### src/hdl/locd_ram.sv
// Generic simple dual-port RAM: one write port, one read port, registered read.
// No dependencies; used for the adjacency rows and the walk stack.
`default_nettype none

module locd_ram #(
    parameter int WIDTH = 8,
    parameter int DEPTH = 16
) (
    input  wire logic                             clk,
    input  wire logic                             we,
    input  wire logic [$clog2(DEPTH)-1:0]         waddr,
    input  wire logic [WIDTH-1:0]                 wdata,
    input  wire logic [$clog2(DEPTH)-1:0]         raddr,
    output logic      [WIDTH-1:0]                 rdata
);

    logic [WIDTH-1:0] mem [DEPTH];

    always_ff @(posedge clk)
    begin
        if (we)
        begin
            mem[waddr] <= wdata;
        end
        rdata <= mem[raddr];
    end

endmodule

`default_nettype wire

### config.mk
export PLATFORM = sky130hd
export DESIGN_NAME = locd_ram
export DESIGN_NICKNAME = d
export VERILOG_FILES = /design/src/hdl/locd_ram.sv
export SDC_FILE = /design/constraint.sdc
export NUM_CORES = 1
export LEC_CHECK = 0
export BUFFER_PORTS_ARGS = -buffer_cell sky130_fd_sc_hd__buf_4
export CORE_ASPECT_RATIO = 2
export CORE_MARGIN = 2
export CORE_UTILIZATION = 54
export CTS_CLUSTER_SIZE = 10
export DETAILED_ROUTE_END_ITERATION = 6
export GPL_TIMING_DRIVEN = 1
export PLACE_DENSITY = 0.74
export SYNTH_ARGS = -nofsm -noshare
export SYNTH_HDL_FRONTEND = slang
export SYNTH_SLANG_ARGS = --single-unit
### constraint.sdc
create_clock -name clk -period 1.95 [get_ports clk]
set_clock_uncertainty 0.15 [all_clocks]
set_input_delay 0.39 -clock clk [delete_from_list [all_inputs] [get_ports clk]]
set_output_delay 0.39 -clock clk [all_outputs]
set_load 0.03 [all_outputs]
Word-level counts from Yosys, hierarchy flattened
Memories as Yosys holds them, arrays and structs flattened. A register that Yosys moved wholly into a read port is not among the register bits.
Index checks and enable logic that the tools add are counted.
{"block": "op_classes", "muxes": 2}
{"cell": "$mux 1", "n": 2}
{"block": "word_totals", "in_bits": 18, "output_inout_bits": 8, "ram_bits": 128, "register_bits": 0, "word_cells": 3, "n_memories": 1}
{"name": "mem", "words": 16, "word_bits": 8, "read_ports": 1, "rd_clocked_by_memory_dff": 1, "wr": 1, "line": "17", "rtl": "logic [WIDTH-1:0] mem [DEPTH];"}

Logic depth before layout (Yosys ltp)
{"block": "depth", "word_depth": 2, "mapped_depth": 5, "depth_no_buf": 3}

Worst setup path after synthesis
OpenSTA, ideal clock, no wires.
{"block": "synth_timing", "path_kind": "input to register", "from": "input waddr[2]", "to": "memory mem[0][0] (enable)", "arrival_time_ns": 1.500, "cell_stages": 2, "slack_ns": -0.083, "n_path_buf": 0, "setup_ns": 0.383, "required_ns": 1.417, "path_cell_list": "or3b_2 nor3_1"}
{"element": "start, declared", "line": "11", "rtl": "input wire logic [$clog2(DEPTH)-1:0] waddr,"}
{"element": "end, declared", "line": "17"}
No word-level cell before the write port.

Worst setup path in the final report
{"block": "layout_timing", "from": "register rdata[7] (read register of mem)", "to": "output rdata[7]"}
{"element": "start, declared", "line": "14", "rtl": "output logic [WIDTH-1:0] rdata"}
No word-level cell between the ends.

==> impl_metrics.prom <==
# TYPE chip_impl_metric gauge
chip_impl_info{name="cp_max_stage_cell",value="sky130_fd_sc_hd__dfxtp_1"} 1
chip_impl_metric{name="dpl.cell_count",unit=""} 373
chip_impl_info{name="min-delay-start",value="wdata[7]"} 1
chip_impl_info{name="result_of_the_run",value="finished, final reports clean"} 1
chip_impl_info{name="cts.root.buffer_cell",value="sky130_fd_sc_hd__clkbuf_16"} 1
chip_impl_metric{name="drc",unit=""} 0
chip_impl_metric{name="proportion_of_synthesized_chip_area_in_sequential_cells",unit=""} 0.778
chip_impl_metric{name="via_per_inst",unit=""} 6.00
chip_impl_metric{name="maxSlewViolCount",unit=""} 0
chip_impl_info{name="end_kind",value="primary output"} 1
chip_impl_metric{name="ctsHtreeMaxLevel",unit=""} 4
chip_impl_metric{name="switching_share",unit=""} 0.225
chip_impl_metric{name="track_usage",unit=""} 0.209
chip_impl_metric{name="synth.net_count",unit=""} 247
chip_impl_info{name="crit_type",value="reg2out"} 1
chip_impl_metric{name="synth_edf_count",unit=""} 128
chip_impl_metric{name="layout_min_cycle_time",unit="ns"} 1.47
chip_impl_metric{name="fin_cells",unit=""} 405
chip_impl_metric{name="total_power",unit="mW"} 6.55
chip_impl_metric{name="crit_path_max_incr_delay",unit="ns"} 0.35
chip_impl_metric{name="yosysWarningCount",unit=""} 0
chip_impl_metric{name="grt_remaining_overflow",unit=""} 0
chip_impl_metric{name="power.sequential.fraction",unit=""} 0.502
chip_impl_metric{name="clkLatencyLatePin",unit="ns"} 0.41
chip_impl_metric{name="share_clk_of_total_power",unit=""} 0.442
chip_impl_metric{name="power_switching",unit="mW"} 1.47
chip_impl_metric{name="setup_ws",unit="ns"} 0.476
chip_impl_metric{name="synthCells",unit=""} 229
chip_impl_info{name="post-synth-top-area-cell",value="sky130_fd_sc_hd__edfxtp_1"} 1
chip_impl_metric{name="yosysUniqueCellTypes",unit=""} 19
chip_impl_metric{name="cp.required",unit="ns"} 1.41
chip_impl_info{name="ys_top_cells_by_count",value="sky130_fd_sc_hd__edfxtp_1 (128), sky130_fd_sc_hd__mux4_2 (18), sky130_fd_sc_hd__a22oi_1 (16)"} 1
chip_impl_info{name="cpLargestDelayFamily",value="flip-flops"} 1
chip_impl_metric{name="clock-sinks",unit=""} 136
chip_impl_metric{name="clkTransAtPathRegs",unit="ns"} 0.06
chip_impl_metric{name="pwr_density_cell",unit="mW/mm2"} 1060
chip_impl_info{name="synth_area_leaders",value="sky130_fd_sc_hd__edfxtp_1 (75%), sky130_fd_sc_hd__mux4_2 (7.9%), sky130_fd_sc_hd__mux4_1 (7.1%)"} 1
chip_impl_metric{name="critical_path_peak_fanout",unit=""} 1
chip_impl_metric{name="routedWlPerCell",unit="um"} 24.2
chip_impl_metric{name="clk_path_buf_depth",unit=""} 2
chip_impl_metric{name="async_flop_share",unit=""} 0
chip_impl_metric{name="number_of_global_route_vias_before_repair",unit=""} 2589
chip_impl_metric{name="final_hold_viol_count",unit=""} 0
chip_impl_metric{name="crit_arrival",unit="ns"} 0.93
chip_impl_metric{name="syn_area",unit="mm2"} 0.00515
chip_impl_metric{name="fin_crit_sh",unit=""} 0.756
chip_impl_metric{name="synth_top_cell_area_share",unit=""} 0.747
chip_impl_metric{name="number_of_top_level_design_ports",unit=""} 26
chip_impl_metric{name="cellInternalPower",unit="mW"} 5.08
chip_impl_info{name="critPathLaunchType",value="register"} 1
chip_impl_metric{name="drt-initial-drc-count",unit=""} 226
chip_impl_metric{name="die-area",unit="mm2"} 0.0104
chip_impl_info{name="yosys_most_used_dff",value="sky130_fd_sc_hd__edfxtp_1"} 1
chip_impl_metric{name="worst_pin_slew",unit="ns"} 0.426
chip_impl_info{name="r2r_start",value="mem[5][0]"} 1
chip_impl_metric{name="setup_total_negative_slack",unit="ns"} 0
chip_impl_metric{name="fmaxAchievable",unit="GHz"} 0.679
chip_impl_metric{name="worst_hold_slack",unit="ns"} 0.129
chip_impl_metric{name="post_cts_hold_buffer_count",unit=""} 0
chip_impl_metric{name="post_cts_setup_buffer_count",unit=""} 0
chip_impl_info{name="tritoncts",value="yes"} 1
chip_impl_metric{name="io_buffers",unit=""} 25
chip_impl_metric{name="setup_violations",unit=""} 0
chip_impl_metric{name="post_route_cells_drive_above_1_share",unit=""} 0.332
chip_impl_info{name="rsz0062_at_grt",value="no"} 1
chip_impl_metric{name="dr_total_vias",unit=""} 2430
chip_impl_metric{name="num_rows",unit=""} 50
chip_impl_metric{name="filler_cell_count",unit=""} 569
chip_impl_metric{name="initial_util",unit=""} 0.552
chip_impl_metric{name="pre_cts_slack",unit="ns"} 0.0681
chip_impl_metric{name="wire_length_of_the_first_global_routing_pass",unit="mm"} 14.8
chip_impl_metric{name="p_comb_frac",unit=""} 0.056
chip_impl_metric{name="postSynthAreaPerCell",unit="um2"} 22.5
chip_impl_metric{name="die-width",unit="um"} 73.0
chip_impl_metric{name="multi_input_comb_area",unit="mm2"} 0.00106
chip_impl_metric{name="worst_slew_margin_rel",unit=""} 0.716
chip_impl_metric{name="hpwlAfterDp",unit="mm"} 6.54
chip_impl_metric{name="total_core_area",unit="mm2"} 0.00932
chip_impl_metric{name="n_antenna_cell",unit=""} 0
chip_impl_info{name="crit_path_cell_trace",value="buf_4"} 1
chip_impl_metric{name="postCtsResizedCells",unit=""} 0
chip_impl_metric{name="antenna_left",unit=""} 0
chip_impl_metric{name="cp_num_buf_inv",unit=""} 1
chip_impl_metric{name="routabilityCongestion",unit=""} 0.717
chip_impl_metric{name="drt_pass_1_iters",unit=""} 4
chip_impl_metric{name="grt_max_degree",unit=""} 20
chip_impl_metric{name="p_leak",unit="nW"} 2.12
chip_impl_info{name="hold_path.class",value="in2reg"} 1
chip_impl_metric{name="seqCellArea",unit="mm2"} 0.00400
chip_impl_metric{name="ir_worst_vdd",unit="V"} 0.000772
chip_impl_metric{name="dieHeight",unit="um"} 142
chip_impl_metric{name="finalWirelength",unit="mm"} 9.81
chip_impl_metric{name="synth_seq_cells",unit=""} 136
chip_impl_info{name="critPathLaunch",value="rdata[7]"} 1
chip_impl_info{name="yosys.cell_count.top_type",value="sky130_fd_sc_hd__edfxtp_1"} 1
chip_impl_metric{name="layout-area-overhead-vs-synth",unit="%"} 19.8
chip_impl_metric{name="cap_violations",unit=""} 0
chip_impl_metric{name="cts-buffers-inserted",unit=""} 17
chip_impl_metric{name="antenna_found_initial",unit=""} 0
chip_impl_metric{name="nNetsFinal",unit=""} 306
[final timing paths]
check | to | slack [ns] | depth (start not counted)
setup reg to reg | rdata[0] | 0.48 | 3
hold reg to reg | rdata[0] | 0.53 | 3
hold / removal | mem[5][7] | 0.13 | 1
setup / recovery | rdata[7] | 0.48 | 1
[final cells by class]
class	instances	area share
Clock buffer	17	0.0690
Clock inverter	15	0.0195
Tap cell	104	0.0211
Sequential cell	136	0.649
Multi-Input combinational cell	83	0.172
Timing Repair Buffer	50	0.0690
[power by group through the flow]
| stage | Combinational (mW) | Clock [mW] | Sequential [mW] |
|---|---|---|---|
| 3_5_place_dp | 0.374 | 0 | 3.35 |
| 2_1_floorplan | 0.166 | 0 | 3.38 |
| 5_1_grt | 0.395 | 3.06 | 3.29 |
| 6_report | 0.370 | 2.90 | 3.29 |
| 3_3_place_gp | 0.363 | 0 | 3.35 |
| 4_1_cts | 0.375 | 2.93 | 3.29 |
[per-layer routing]
| metal | vias to the layer above | routed length [um] | GRT usage |
|---|---|---|---|
| li1 | 1094 | - | - |
| met1 | 1227 | 3490 | 0.244 |
| met2 | 91 | 5620 | 0.357 |
| met3 | 18 | 457 | 0.0496 |
| met4 | 0 | 244 | 0.0955 |
| met5 | - | 0 | 0 |
[worst register-to-register path: stages (launching register included)]
cell	delay (ns)
sky130_fd_sc_hd__edfxtp_1	0.36
sky130_fd_sc_hd__mux4_1	0.54
sky130_fd_sc_hd__a22oi_1	0.22
sky130_fd_sc_hd__nand2_1	0.09
[registers in the layout, summed over array words and instances (netlist names)]
register / count
rdata: 8
mem: 128
[cells in the final DEF, fill, tap and decap left out, drive strengths merged]
cell / Yosys / final
and2b: 1 / 1
and2: 1 / 1
nor2: 13 / 13
clkbuf: 0 / 17
nand3: 1 / 1
clkinvlp: 0 / 3
buf: 7 / 50
clkinv: 0 / 6
nand3b: 2 / 2
dfxtp: 8 / 8
mux4: 32 / 32
inv: 0 / 6
nor3: 4 / 4
nor2b: 1 / 1
nand2: 9 / 9
a22oi: 16 / 16
or3b: 1 / 1
edfxtp: 128 / 128
nand2b: 2 / 2
[metrics by stage]
step	instance area, um2	util
final	6170	0.662
after global routing	6170	0.662
after CTS	6170	0.662
after detailed placement	5620	0.603
after global placement	5620	0.603
after floorplan	5150	-
[cells by family (layout without fill, tap and decap cells)]
kind of cell | count (synthesis) | count (layout) | synth area share
buffers and inverters | 10 | 82 | 0.0168
AO/OA/AOI/OAI | 16 | 16 | 0.0233
multiplexers | 32 | 32 | 0.150
flip-flops | 136 | 136 | 0.778
AND/OR/NAND/NOR | 35 | 35 | 0.0318
No activity file was read; power rests on OpenSTA's default activity.
